## src/rtl/bcrtc_pkg.sv

```systemverilog
`timescale 1ns / 1ps
// ----------------------------------------------------------------------------
// bcrtc_pkg
// types and codes shared by the bank controller with real-time clock
// ----------------------------------------------------------------------------
package bcrtc_pkg;

   // request kinds on the input channel
   typedef enum logic [1:0] {
      REQ_READ     = 2'd0,
      REQ_WRITE    = 2'd1,
      REQ_TICK_FWD = 2'd2,
      REQ_TICK_BWD = 2'd3
   } req_kind_type;

   // where an access goes
   typedef enum logic [2:0] {
      TGT_NONE  = 3'd0,
      TGT_FIXED = 3'd1,
      TGT_ROM   = 3'd2,
      TGT_RAM   = 3'd3,
      TGT_RTC   = 3'd4,
      TGT_ZERO  = 3'd5
   } target_type;

   // configuration register indexes
   typedef enum logic [1:0] {
      CSR_HAS_RAM    = 2'd0,
      CSR_HAS_RTC    = 2'd1,
      CSR_VARIANT_30 = 2'd2,
      CSR_UNUSED     = 2'd3
   } csr_index_type;

   localparam int unsigned RTC_REGS = 5;

   localparam logic [7:0] SEC_LIMIT  = 8'd60;
   localparam logic [7:0] MIN_LIMIT  = 8'd60;
   localparam logic [7:0] HOUR_LIMIT = 8'd24;
   localparam logic [7:0] SEC_TOP    = 8'd59;
   localparam logic [7:0] MIN_TOP    = 8'd59;
   localparam logic [7:0] HOUR_TOP   = 8'd23;
   localparam logic [7:0] ALL_ONES   = 8'hFF;
   localparam logic [3:0] ENABLE_KEY = 4'hA;

   typedef struct packed {
      req_kind_type req_type;
      logic [15:0]  addr;
      logic [7:0]   write_data;
   } req_beat_type;

   typedef struct packed {
      target_type  target;
      logic [6:0]  bank;
      logic [15:0] offset;
      logic [7:0]  read_data;
   } rsp_beat_type;

endpackage

```

## src/rtl/bank_controller_with_rtc.sv

```systemverilog
`timescale 1ns / 1ps
// ----------------------------------------------------------------------------
// bank_controller_with_rtc
// cartridge bank controller with real-time clock, one result per request
// ----------------------------------------------------------------------------
// usage
//   req channel (req_valid/req_ready/req_payload) carries cpu reads, cpu
//   writes and one-second forward or backward clock ticks
//   rsp channel (rsp_valid/rsp_ready/rsp_payload) returns one beat per
//   request: target, bank, offset and read data
//   apb port sets has_ram (0x0), has_rtc (0x4), is_variant_30 (0x8);
//   write it only while no request is in flight
// pipeline and throughput
//   a request is captured in the input register, then decoded and applied
//   to the controller state once the result register can take it, and
//   its result lands in the result register, which drives rsp_valid
//   one request per cycle sustained while rsp_ready stays high; the decode
//   and clock carry chain lie between the input and result registers
// reset
//   enables, bank selects, clock, latched copies and the latch arm clear;
//   has_ram and has_rtc come up set, is_variant_30 clear
// stall
//   while rsp_ready is low the result holds; one more request waits in the
//   input register, then req_ready drops
// ----------------------------------------------------------------------------
module bank_controller_with_rtc (
   input  logic                    clock,
   input  logic                    reset,
   // request channel
   input  logic                    req_valid,
   output logic                    req_ready,
   input  bcrtc_pkg::req_beat_type req_payload,
   // result channel
   output logic                    rsp_valid,
   input  logic                    rsp_ready,
   output bcrtc_pkg::rsp_beat_type rsp_payload,
   // configuration port
   input  logic                    psel,
   input  logic                    penable,
   input  logic                    pwrite,
   input  logic [3:0]              paddr,
   input  logic [31:0]             pwdata,
   output logic [31:0]             prdata,
   output logic                    pready
);

   // configuration registers
   logic has_ram_ff, has_rtc_ff, variant_30_ff;
   logic has_ram_in, has_rtc_in, variant_30_in;

   // input stage
   logic                    in_valid_ff, in_valid_in;
   bcrtc_pkg::req_beat_type in_beat_ff;

   // result stage
   logic                    out_valid_ff, out_valid_in;
   bcrtc_pkg::rsp_beat_type out_beat_ff, out_beat_in;

   // controller state
   logic       ram_enable_ff, ram_enable_in;
   logic       clock_enable_ff, clock_enable_in;
   logic [6:0] rom_bank_ff, rom_bank_in;
   logic [7:0] bank_sel_ff, bank_sel_in;
   logic       latch_armed_ff, latch_armed_in;
   logic [7:0] clock_regs_ff [bcrtc_pkg::RTC_REGS];
   logic [7:0] clock_regs_in [bcrtc_pkg::RTC_REGS];
   logic [7:0] latched_ff [bcrtc_pkg::RTC_REGS];
   logic [7:0] latched_in [bcrtc_pkg::RTC_REGS];

   // handshake
   logic advance;
   logic take_beat;

   // decode helpers
   logic       ext_area;
   logic       rom_area;
   logic       ram_sel;
   logic       rtc_sel;
   logic [2:0] rtc_idx;
   logic       csr_write;
   bcrtc_pkg::csr_index_type csr_idx;

   // forward tick chain
   logic [7:0] fwd_sec, fwd_min, fwd_hour;
   logic [8:0] fwd_day;
   logic       fwd_c_min, fwd_c_hour, fwd_c_day;
   // backward tick chain
   logic [7:0] bwd_sec, bwd_min, bwd_hour;
   logic [8:0] bwd_day;
   logic       bwd_b_min, bwd_b_hour, bwd_b_day;

   // ---------------------------------------------------------------------
   // handshake: result register drains or is empty, then the input beat moves
   // ---------------------------------------------------------------------
   assign advance     = !out_valid_ff || rsp_ready;
   assign take_beat   = in_valid_ff && advance;
   assign req_ready   = !in_valid_ff || advance;
   assign rsp_valid   = out_valid_ff;
   assign rsp_payload = out_beat_ff;

   always_comb begin
      in_valid_in = in_valid_ff;
      if (req_valid && req_ready) begin
         in_valid_in = 1'b1;
      end else if (take_beat) begin
         in_valid_in = 1'b0;
      end
      out_valid_in = out_valid_ff;
      if (take_beat) begin
         out_valid_in = 1'b1;
      end else if (rsp_ready) begin
         out_valid_in = 1'b0;
      end
   end

   // ---------------------------------------------------------------------
   // configuration port: pready tied high, reads decode paddr directly
   // ---------------------------------------------------------------------
   assign pready    = 1'b1;
   assign csr_idx   = bcrtc_pkg::csr_index_type'(paddr[3:2]);
   assign csr_write = psel && penable && pwrite;

   always_comb begin
      has_ram_in    = has_ram_ff;
      has_rtc_in    = has_rtc_ff;
      variant_30_in = variant_30_ff;
      prdata        = 32'd0;
      unique case (csr_idx)
         bcrtc_pkg::CSR_HAS_RAM: begin
            prdata = {31'd0, has_ram_ff};
            if (csr_write) has_ram_in = pwdata[0];
         end
         bcrtc_pkg::CSR_HAS_RTC: begin
            prdata = {31'd0, has_rtc_ff};
            if (csr_write) has_rtc_in = pwdata[0];
         end
         bcrtc_pkg::CSR_VARIANT_30: begin
            prdata = {31'd0, variant_30_ff};
            if (csr_write) variant_30_in = pwdata[0];
         end
         default: begin
            prdata = 32'd0;
         end
      endcase
   end

   // ---------------------------------------------------------------------
   // clock tick chains, both directions, from the running registers
   // ---------------------------------------------------------------------
   always_comb begin
      // forward: seconds, minutes and hours snap out of range values to zero and carry
      fwd_sec   = clock_regs_ff[0] + 8'd1;
      fwd_c_min = (fwd_sec >= bcrtc_pkg::SEC_LIMIT);
      if (fwd_c_min) fwd_sec = 8'd0;
      fwd_min    = clock_regs_ff[1] + {7'd0, fwd_c_min};
      fwd_c_hour = (fwd_min >= bcrtc_pkg::MIN_LIMIT);
      if (fwd_c_hour) fwd_min = 8'd0;
      fwd_hour  = clock_regs_ff[2] + {7'd0, fwd_c_hour};
      fwd_c_day = (fwd_hour >= bcrtc_pkg::HOUR_LIMIT);
      if (fwd_c_day) fwd_hour = 8'd0;
      fwd_day = {clock_regs_ff[4][0], clock_regs_ff[3]} + {8'd0, fwd_c_day};

      // backward: all-ones after the decrement means a borrow
      bwd_sec   = clock_regs_ff[0] - 8'd1;
      bwd_b_min = (bwd_sec == bcrtc_pkg::ALL_ONES);
      if (bwd_b_min) bwd_sec = bcrtc_pkg::SEC_TOP;
      bwd_min    = clock_regs_ff[1] - {7'd0, bwd_b_min};
      bwd_b_hour = (bwd_min == bcrtc_pkg::ALL_ONES);
      if (bwd_b_hour) bwd_min = bcrtc_pkg::MIN_TOP;
      bwd_hour  = clock_regs_ff[2] - {7'd0, bwd_b_hour};
      bwd_b_day = (bwd_hour == bcrtc_pkg::ALL_ONES);
      if (bwd_b_day) bwd_hour = bcrtc_pkg::HOUR_TOP;
      bwd_day = {clock_regs_ff[4][0], clock_regs_ff[3]} - {8'd0, bwd_b_day};
   end

   // ---------------------------------------------------------------------
   // access decode
   // ---------------------------------------------------------------------
   assign ext_area = (in_beat_ff.addr[15:13] == 3'b101);   // external ram window
   assign rom_area = (in_beat_ff.addr[15:14] == 2'b01);    // switchable rom window
   assign ram_sel  = ram_enable_ff &&
                     (variant_30_ff ? (bank_sel_ff < 8'd8) : (bank_sel_ff <= 8'd3));
   assign rtc_sel  = clock_enable_ff && (bank_sel_ff >= 8'd8) && (bank_sel_ff <= 8'd12);
   // selector 8..12 maps to clock register 0..4 by its low bits
   assign rtc_idx  = bank_sel_ff[2:0];

   always_comb begin
      ram_enable_in   = ram_enable_ff;
      clock_enable_in = clock_enable_ff;
      rom_bank_in     = rom_bank_ff;
      bank_sel_in     = bank_sel_ff;
      latch_armed_in  = latch_armed_ff;
      clock_regs_in   = clock_regs_ff;
      latched_in      = latched_ff;
      out_beat_in     = out_beat_ff;

      if (take_beat) begin
         out_beat_in.target    = bcrtc_pkg::TGT_NONE;
         out_beat_in.bank      = 7'd0;
         out_beat_in.offset    = 16'd0;
         out_beat_in.read_data = 8'd0;

         unique case (in_beat_ff.req_type)
            bcrtc_pkg::REQ_READ: begin
               priority if (rom_area) begin
                  if (rom_bank_ff >= 7'd2) begin
                     out_beat_in.target = bcrtc_pkg::TGT_ROM;
                     out_beat_in.bank   = rom_bank_ff - 7'd2;
                     out_beat_in.offset = {2'b00, in_beat_ff.addr[13:0]};
                  end else begin
                     out_beat_in.target = bcrtc_pkg::TGT_FIXED;
                     out_beat_in.offset = in_beat_ff.addr;
                  end
               end else if (ext_area) begin
                  priority if (ram_sel) begin
                     out_beat_in.target = bcrtc_pkg::TGT_RAM;
                     out_beat_in.bank   = bank_sel_ff[6:0];
                     out_beat_in.offset = {3'b000, in_beat_ff.addr[12:0]};
                  end else if (rtc_sel) begin
                     out_beat_in.target    = bcrtc_pkg::TGT_RTC;
                     out_beat_in.read_data = latched_ff[rtc_idx];
                  end else begin
                     out_beat_in.target = bcrtc_pkg::TGT_ZERO;
                  end
               end else begin
                  out_beat_in.target = bcrtc_pkg::TGT_FIXED;
                  out_beat_in.offset = in_beat_ff.addr;
               end
            end

            bcrtc_pkg::REQ_WRITE: begin
               priority if (ext_area) begin
                  priority if (ram_sel) begin
                     out_beat_in.target = bcrtc_pkg::TGT_RAM;
                     out_beat_in.bank   = bank_sel_ff[6:0];
                     out_beat_in.offset = {3'b000, in_beat_ff.addr[12:0]};
                  end else if (rtc_sel) begin
                     out_beat_in.target     = bcrtc_pkg::TGT_RTC;
                     clock_regs_in[rtc_idx] = in_beat_ff.write_data;
                  end else begin
                     out_beat_in.target = bcrtc_pkg::TGT_NONE;
                  end
               end else if (in_beat_ff.addr[15:13] == 3'b000) begin
                  // enable key opens whatever the cartridge carries
                  if (in_beat_ff.write_data[3:0] == bcrtc_pkg::ENABLE_KEY) begin
                     if (has_ram_ff) ram_enable_in = 1'b1;
                     if (has_rtc_ff) clock_enable_in = 1'b1;
                  end else begin
                     ram_enable_in   = 1'b0;
                     clock_enable_in = 1'b0;
                  end
               end else if (in_beat_ff.addr[15:13] == 3'b001) begin
                  rom_bank_in = in_beat_ff.write_data[6:0];
               end else if (in_beat_ff.addr[15:13] == 3'b010) begin
                  bank_sel_in = in_beat_ff.write_data;
               end else if (in_beat_ff.addr[15:13] == 3'b011) begin
                  // latch sequence: zero arms, then one copies the clock
                  if (clock_enable_ff) begin
                     priority if (!latch_armed_ff && (in_beat_ff.write_data == 8'd0)) begin
                        latch_armed_in = 1'b1;
                     end else if (latch_armed_ff && (in_beat_ff.write_data == 8'd1)) begin
                        latched_in     = clock_regs_ff;
                        latch_armed_in = 1'b0;
                     end else begin
                        latch_armed_in = latch_armed_ff;
                     end
                  end
               end else begin
                  out_beat_in.target = bcrtc_pkg::TGT_NONE;
               end
            end

            bcrtc_pkg::REQ_TICK_FWD: begin
               clock_regs_in[0] = fwd_sec;
               clock_regs_in[1] = fwd_min;
               clock_regs_in[2] = fwd_hour;
               clock_regs_in[3] = fwd_day[7:0];
               clock_regs_in[4] = {clock_regs_ff[4][7:1], fwd_day[8]};
            end

            bcrtc_pkg::REQ_TICK_BWD: begin
               clock_regs_in[0] = bwd_sec;
               clock_regs_in[1] = bwd_min;
               clock_regs_in[2] = bwd_hour;
               clock_regs_in[3] = bwd_day[7:0];
               clock_regs_in[4] = {clock_regs_ff[4][7:1], bwd_day[8]};
            end

            default: begin
               out_beat_in.target = bcrtc_pkg::TGT_NONE;
            end
         endcase
      end
   end

   // ---------------------------------------------------------------------
   // registers
   // ---------------------------------------------------------------------
   always_ff @(posedge clock) begin
      if (reset) begin
         has_ram_ff      <= 1'b1;
         has_rtc_ff      <= 1'b1;
         variant_30_ff   <= 1'b0;
         in_valid_ff     <= 1'b0;
         out_valid_ff    <= 1'b0;
         ram_enable_ff   <= 1'b0;
         clock_enable_ff <= 1'b0;
         rom_bank_ff     <= 7'd0;
         bank_sel_ff     <= 8'd0;
         latch_armed_ff  <= 1'b0;
         for (int i = 0; i < bcrtc_pkg::RTC_REGS; i++) begin
            clock_regs_ff[i] <= 8'd0;
            latched_ff[i]    <= 8'd0;
         end
      end else begin
         has_ram_ff      <= has_ram_in;
         has_rtc_ff      <= has_rtc_in;
         variant_30_ff   <= variant_30_in;
         in_valid_ff     <= in_valid_in;
         out_valid_ff    <= out_valid_in;
         ram_enable_ff   <= ram_enable_in;
         clock_enable_ff <= clock_enable_in;
         rom_bank_ff     <= rom_bank_in;
         bank_sel_ff     <= bank_sel_in;
         latch_armed_ff  <= latch_armed_in;
         clock_regs_ff   <= clock_regs_in;
         latched_ff      <= latched_in;
      end
   end

   // payload registers, no reset
   always_ff @(posedge clock) begin
      if (req_valid && req_ready) begin
         in_beat_ff <= req_payload;
      end
      out_beat_ff <= out_beat_in;
   end

endmodule

```

## config.mk

```make
export PLATFORM = sky130hd
export DESIGN_NAME = bank_controller_with_rtc
export DESIGN_NICKNAME = d
export VERILOG_FILES = /design/src/rtl/bcrtc_pkg.sv /design/src/rtl/bank_controller_with_rtc.sv
export SDC_FILE = /design/constraint.sdc
export NUM_CORES = 1
export LEC_CHECK = 0
export ABC_AREA = 1
export BUFFER_PORTS_ARGS = -buffer_cell sky130_fd_sc_hd__buf_2
export CORE_MARGIN = 3
export CORE_UTILIZATION = 50
export CTS_BUF_LIST = sky130_fd_sc_hd__clkbuf_8
export DETAILED_ROUTE_END_ITERATION = 8
export PLACE_DENSITY_LB_ADDON = 0.2
export SETUP_SLACK_MARGIN = 0.3
export SYNTH_ARGS = -nofsm -noshare
export SYNTH_HDL_FRONTEND = slang
export SYNTH_SLANG_ARGS = --single-unit
```

## constraint.sdc

```tcl
create_clock -name clock -period 6.7 [get_ports clock]
set_input_delay 1.34 -clock clock [delete_from_list [all_inputs] [get_ports clock]]
set_output_delay 1.34 -clock clock [all_outputs]
set_load 0.1 [all_outputs]
```

After elaboration in Yosys (flattened, before gate mapping)

Index checks and enable logic that the tools add are counted.
W data, S select, Z words.

Word-level logic and storage cells: 156
Latch bits: 0
Register bits: 163
Memories: 0
Output and inout bits: 69
Bits in writable memories: 0
ROM bits: 0

Order comparisons: 10
Bitwise operators: 11
Divide/modulo/power cells: 0
Equality and inequality tests: 20
Reduce and logical (&&, ||, !) cells: 35
Add/sub/neg operators: 9
Multipliers: 0
Shift-type cells: 0
Muxes and demuxes: 43

Operators by type and width:

| operator             | count |
|---|---|
| $mux W40             | 3 |
| $pmux W40 S3         | 1 |
| $mux W8              | 9 |
| $pmux W26 S2         | 1 |
| $mux W23             | 2 |
| $bwmux W40           | 1 |
| $mux W16             | 2 |
| $mux W26             | 1 |
| $bmux W8 S3          | 1 |
| $demux W8 S3         | 1 |
| $eq A8 B8 Y1 const B | 3 |
| $reduce_and A5 Y1    | 4 |
| $add A8 B1 Y8        | 2 |
| $ge A8 B6 Y1 const B | 2 |
| $sub A8 B1 Y8        | 2 |
| $mux W3              | 5 |
| $mux W7              | 2 |
| $mux W1              | 12 |
| $logic_and A1 B1 Y1  | 10 |
| $ne A2 B2 Y1 const B | 5 |
| $not A1 Y1           | 10 |
| $reduce_and A10 Y1   | 1 |
| $add A9 B1 Y9        | 1 |
| $reduce_and A9 Y1    | 1 |
| other kinds (33)     | 46 |

Longest topological paths before layout

Gate-level depths: netlist (run 1).

Word-level depth: 10
Gate-level depth with buffers: 37
Mapped depth without buffers: 36

Worst setup path after synthesis (run 1)

No wires, ideal clock.

Path kind: input to output
Start: input port paddr[3]
End: output port prdata[0]
Stages on the path: 1
Slack: 0.509 ns
Required time: 5.360 ns
Arrival time: 4.851 ns
Cell sequence: o311ai_0

Word-level cells in the longest chain between the ends: 2
Elaborated cells on any way between the ends: 4
Classes of those cells: eq/ne (2); mux (1); reduce/logical (1)

Ends and longest elaborated chain:

| what                                 | RTL line                        | text |
|---|---|---|
| start: declaration                   | bank_controller_with_rtc.sv:41  | `input logic [3:0] paddr,` |
| $eq A2 B2 Y1 (tied with other cells) | bank_controller_with_rtc.sv:128 | `unique case (csr_idx)` |
| $pmux W1 S3 *                        | bank_controller_with_rtc.sv:128 |  |
| end: declaration                     | bank_controller_with_rtc.sv:43  | `output logic [31:0] prdata,` |

Every way passes the cells marked *; elsewhere a longest branch is shown, timed or not.

==> flow_summary.json, run 1 <==
{
  "ys_top_cells_by_area": "dfxtp_1, edfxtp_1, nand2_1",
  "period_minus_slack_ns": 5.41,
  "synth-main-ff-cell": "dfxtp_1",
  "hold_viol_final": 0,
  "post_cts_buffers": 0,
  "drv_slew": 0,
  "ant_nets": 0,
  "grt_pass1_wl_um": 36000,
  "cp_max_fo": 8,
  "hold_start": "clock_regs_ff[1]",
  "layout_commonest_cell": "nand2_1",
  "cts.sinks": 163,
  "n_antenna_cell": 0,
  "worstSetupPathType": "flop to flop",
  "peakVddDrop_mv": 0.157,
  "cts_tree": "done",
  "switchingPower_mw": 0.709,
  "cts_made_buffers": 17,
  "synth_top_area_share_pct": 22.8,
  "final_util_pct": 55.5,
  "max_slew.worst_pin.slew_ns": 1.18,
  "end_kind": "flop",
  "rr_worst_depth": 30,
  "drt_iter0_drc": 620,
  "clock_skew_ns": 0.0162,
  "grt_pass1_vias": 7126,
  "via_per_inst": 5.12,
  "grt_overflow": 0,
  "die_area_sq_um": 19800,
  "chipHeight_um": 141,
  "clock_latency_ns": 0.47,
  "totalWireLength_um": 22200,
  "start_kind": "flop",
  "firstDrtPassIters": 6,
  "final_cell_mix": "nand2_1, inv_1, nor2_1",
  "setup_viol": 0,
  "cp_slowest_cell": "dfxtp_1",
  "seq_area_frac_synth_pct": 42.7,
  "cellPowerDensity_nw_per_um2": 219,
  "min_path_type": "flop to flop",
  "clk_path_buf_depth": 2,
  "initial_utilization_pct": 51.6,
  "htree_num_levels": 4,
  "fin_crit_sh_pct": 80.8,
  "fin_setup_tns_ns": 0,
  "cp_common_cell": "ha_1",
  "cts_hold_buf": 0,
  "syn_inst": 1266,
  "grtUsageTotal_pct": 22.6,
  "p_leak_nw": 4.41,
  "post_cts_resized": 0,
  "core-area_sq_um": 17500,
  "clkTransAtPathRegs_ns": 0.09,
  "cts-root-buf": "clkbuf_8",
  "gp_congestion": 0.918,
  "num_rows": 48,
  "clkPwrFrac_pct": 33.3,
  "required_ns": 7.10,
  "num_vias": 7943,
  "outcome": "finished, final reports clean",
  "clock.fmax_mhz": 185,
  "synth_enable_flop_cells": 60,
  "synth_cell_type_count": 45,
  "async_flop_share_pct": 0,
  "yosysTopAreaCell": "dfxtp_1",
  "dieWidth_um": 141,
  "io_pins": 138,
  "fin_nets": 1398,
  "drive_gt1_share_pct": 10.4,
  "holdPathStages": 2,
  "synth_warnings": 0,
  "netlist_area_sq_um": 9060,
  "p_sw_share_pct": 33.3,
  "grt_start_max_net_pins": 92,
  "pwr-share-comb_pct": 16.2,
  "reg2reg_setup_slack_ns": 1.29,
  "antenna_found_initial": 0,
  "maxSlewHeadroom_pct": 20.6,
  "area_delta_synth_final_pct": 7.54,
  "p_int_mw": 1.42,
  "cpPeakStageDelay_ns": 0.43,
  "p_seq_share_pct": 50.5,
  "crit_arrival_ns": 5.81,
  "drcViolationCount": 0,
  "wl_per_cell_um": 14.3,
  "hold_end": "clock_regs_ff[1]",
  "rsz0062_at_grt": "false",
  "ys_ff_latch": 163,
  "port_buffers": 72,
  "postSynthAreaPerCell_sq_um": 7.15,
  "maxCapViolCount": 0,
  "hpwl_um": 15800
}
## worst max-delay path, delay by kind of cell, from the launching register on
family | cells | cell delay (ns)
xor gates and xnor gates | 1 | 0.20
and+or+nand+nor | 15 | 2.25
AOI/OAI and AO/OA | 4 | 0.48
adders and majority gates | 7 | 1.60
DFF | 1 | 0.43
buffers and inverters | 3 | 0.39
## cell families after synthesis
family                   share of synthesized area (%)
AO/OA/AOI/OAI                                     11.8
XOR/XNOR                                          1.26
adder cells (fa/ha/maj)                           2.21
buffers and inverters                             14.0
flip-flops                                        42.7
other                                           0.0829
AND/OR/NAND/NOR                                   28.0
## Yosys cell counts, types with 2 or more instances
cell type,n
dfxtp_1,103
o22ai_1,13
nand3_2,3
conb_1,2
inv_1,202
nor2_4,3
and2_1,2
nor4_1,4
ha_1,16
nor2_2,3
o221ai_1,5
o21ai_1,2
o21ai_0,99
or2_2,5
o31ai_1,4
buf_2,11
o21ba_2,2
nand2_4,2
buf_6,6
edfxtp_1,60
a31oi_1,3
nand4_1,23
clkbuf_1,25
and3_1,3
nor3_1,12
nand2_2,2
xnor2_1,5
xor2_1,8
a21oi_1,57
nand3_1,79
inv_2,8
o211ai_1,6
nor2_1,194
nand2_1,250
buf_4,34
## worst max path at each step
stage | to | startpoint | slack (ns) | cells past startpoint
global placement | flop | flop | 1.33 | 31
finish | flop | flop | 1.29 | 30
detailed placement | flop | flop | 1.33 | 31
CTS | flop | flop | 1.31 | 31
global route | flop | flop | 0.70 | 31
floorplan | prdata[0] | paddr[3] | 0.51 | 1
## stage by stage
| stage | worst slack (ns) | cells | area, sq um | total power [mW] | hold WS (ns) |
|---|---|---|---|---|---|
| after detailed placement | 1.33 | 1519 | 9360 | 1.44 | 0.436 |
| after CTS | 1.31 | 1551 | 9740 | 2.14 | 0.449 |
| final | 1.29 | 1551 | 9740 | 2.13 | 0.448 |
| after global placement | 1.33 | 1519 | 9360 | 1.44 | 0.430 |
| after floorplan | 0.509 | 1296 | 9170 | 1.39 | 0.420 |
| after global routing | 0.699 | 1551 | 9740 | 2.21 | 0.468 |
## layout make-up
type / count / area [sq um]
fill: 1704 / 7800
inverter: 211 / 792
multi-input combinational: 845 / 4040
clock buffer: 17 / 234
clock inverter: 15 / 149
tap: 225 / 282
timing repair buffer: 75 / 383
sequential: 163 / 3860
## power by group through the flow
stage / Sequential, mW / Combinational, mW / Clock [mW]
final: 1.08 / 0.345 / 0.709
after global routing: 1.08 / 0.372 / 0.760
after CTS: 1.08 / 0.343 / 0.718
after detailed placement: 1.10 / 0.342 / 0
after global placement: 1.10 / 0.340 / 0
after floorplan: 1.16 / 0.232 / 0
## per-layer routing
metal	up-vias	part of all wire (%)	track usage, %
met4	0	2.0	7.60
met3	32	6.6	3.73
met1	3574	47	32.3
met2	266	45	35.0
met5	-	0	0
li1	4071	-	-
(Power assumes the default switching activity.)
==> run 2: changes to the inputs <==
==> constraint.sdc (replaced) <==
create_clock -name clock -period 4.5 [get_ports clock]
set_input_delay 0.9 -clock clock [delete_from_list [all_inputs] [get_ports clock]]
set_output_delay 0.9 -clock clock [all_outputs]
set_load 0.1 [all_outputs]
==> flow_summary.json, run 2 (synthesized netlist as in run 1, its figures left out) <==
{
  "drt_iter0_drc": 817,
  "io_pins": 138,
  "die_area_sq_um": 19800,
  "wl_per_cell_um": 14.6,
  "fin_nets": 1436,
  "cts-root-buf": "clkbuf_8",
  "clock_latency_ns": 0.47,
  "path_delay_family": "simple AND/OR/NAND/NOR gates",
  "core-area_sq_um": 17500,
  "clkTransAtPathRegs_ns": 0.10,
  "gp_congestion": 0.919,
  "drv_slew": 0,
  "grt_overflow": 0,
  "dieWidth_um": 141,
  "port_buffers": 72,
  "required_ns": 4.86,
  "firstDrtPassIters": 7,
  "maxSlewHeadroom_pct": 20.7,
  "cp_common_cell": "buf_4",
  "crit_buf_inv": 9,
  "htree_num_levels": 4,
  "hold_viol_final": 0,
  "drive_gt1_share_pct": 16.6,
  "clock.fmax_mhz": 230,
  "ant_nets": 0,
  "crit_arrival_ns": 4.71,
  "start_kind": "flop",
  "num_rows": 48,
  "worstSetupPathType": "flop to flop",
  "num_vias": 8209,
  "setup_viol": 0,
  "drcViolationCount": 0,
  "n_antenna_cell": 0,
  "cp_max_fo": 5,
  "instances_no_fill": 1589,
  "max_slew.worst_pin.slew_ns": 1.18,
  "clock_skew_ns": 0.0110,
  "clk_path_buf_depth": 2,
  "period_minus_slack_ns": 4.36,
  "via_per_inst": 5.17,
  "layout_commonest_cell": "nand2_1",
  "area_delta_synth_final_pct": 13.8,
  "cp_slowest_cell": "dfxtp_4",
  "chipHeight_um": 141,
  "n_fill_cell": 1664,
  "hpwl_um": 16800,
  "initial_utilization_pct": 51.6,
  "cts_tree": "done",
  "maxCapViolCount": 0,
  "min_path_type": "flop to flop",
  "holdWs_ns": 0.449,
  "cellPowerDensity_nw_per_um2": 309,
  "rsz0062_at_grt": "true",
  "outcome": "finished, final reports clean",
  "grt_pass1_vias": 7195,
  "grt_start_max_net_pins": 59,
  "reg2reg_setup_slack_ns": 0.14,
  "dp_cells": 1542,
  "grt_pass1_wl_um": 37100,
  "antenna_found_initial": 0,
  "grtUsageTotal_pct": 23.5,
  "totalWireLength_um": 23200,
  "cts.sinks": 163,
  "final_cell_mix": "nand2_1, inv_1, nor2_1",
  "peakVddDrop_mv": 0.204,
  "cpPeakStageDelay_ns": 0.41,
  "p_leak_nw": 4.58,
  "cts_made_buffers": 17,
  "end_kind": "flop",
  "fin_crit_sh_pct": 96.8
}
==> run 2: cell type report <==
class | instances | area [sq um] | area share [%]
Clock buffer | 17 | 234 | 2.27
Clock inverter | 15 | 143 | 1.38
Inverter | 211 | 797 | 7.73
Multi-Input combinational cell | 845 | 4310 | 41.8
Sequential cell | 163 | 3880 | 37.6
Tap cell | 225 | 282 | 2.73
Timing Repair Buffer | 113 | 668 | 6.48
==> run 2: power by group <==
part	switching [mW]	total (mW)	internal (mW)
Combinational	0.439	0.555	0.116
Sequential	0.0354	1.60	1.57
Clock	0.621	1.03	0.409
Total	1.10	3.19	2.09
==> run 2: path summary, 6_finish.rpt <==
check | cells past startpoint | startpoint | to
hold / removal | 2 | clock_regs_ff[6] | clock_regs_ff[6]
setup reg to reg | 30 | flop | flop
setup / recovery | 30 | flop | flop
hold reg to reg | 2 | clock_regs_ff[6] | clock_regs_ff[6]
==> run 2: layer usage <==
layer	share of wire [%]	vias to the layer above	track usage [%]
li1	-	4141	-
met1	46	3735	34.2
met2	45	306	36.3
met3	7.4	27	3.32
met4	2.0	0	7.70
met5	0	-	0
==> run 2: worst register-to-register path, delay by kind of cell, from the launching register on <==
kind,cells,cell delay (ns)
AOI/OAI and AO/OA,1,0.09
xor gates and xnor gates,1,0.14
adders and majority gates,5,0.86
buffers and inverters,9,0.98
DFF,1,0.41
and+or+nand+nor,14,1.76
==> run 2: metrics by stage <==
| step | util [%] | TNS [ns] | total power, mW | setup slack [ns] | instance area [sq um] |
|---|---|---|---|---|---|
| finish | 58.8 | 0 | 3.19 | 0.143 | 10300 |
| global route | 58.8 | -0.644 | 3.31 | -0.140 | 10300 |
| CTS | 58.4 | 0 | 3.20 | 0.253 | 10200 |
| detailed placement | 55.0 | -0.177 | 2.18 | -0.112 | 9650 |
| global placement | 55.0 | -0.0198 | 2.17 | -0.0198 | 9650 |
| floorplan | - | 0 | 2.09 | 0.306 | 9290 |
==> run 2: what timing repair did <==
| action | in CTS | in global routing |
|---|---|---|
| setup endpoints to repair | 9 | 10 |
| gates resized for setup | 36 | 14 |
| hold buffers | 0 | 0 |
| pin swaps | 24 | 15 |
| setup buffers | 11 | 4 |
| hold endpoints to repair | 0 | 0 |
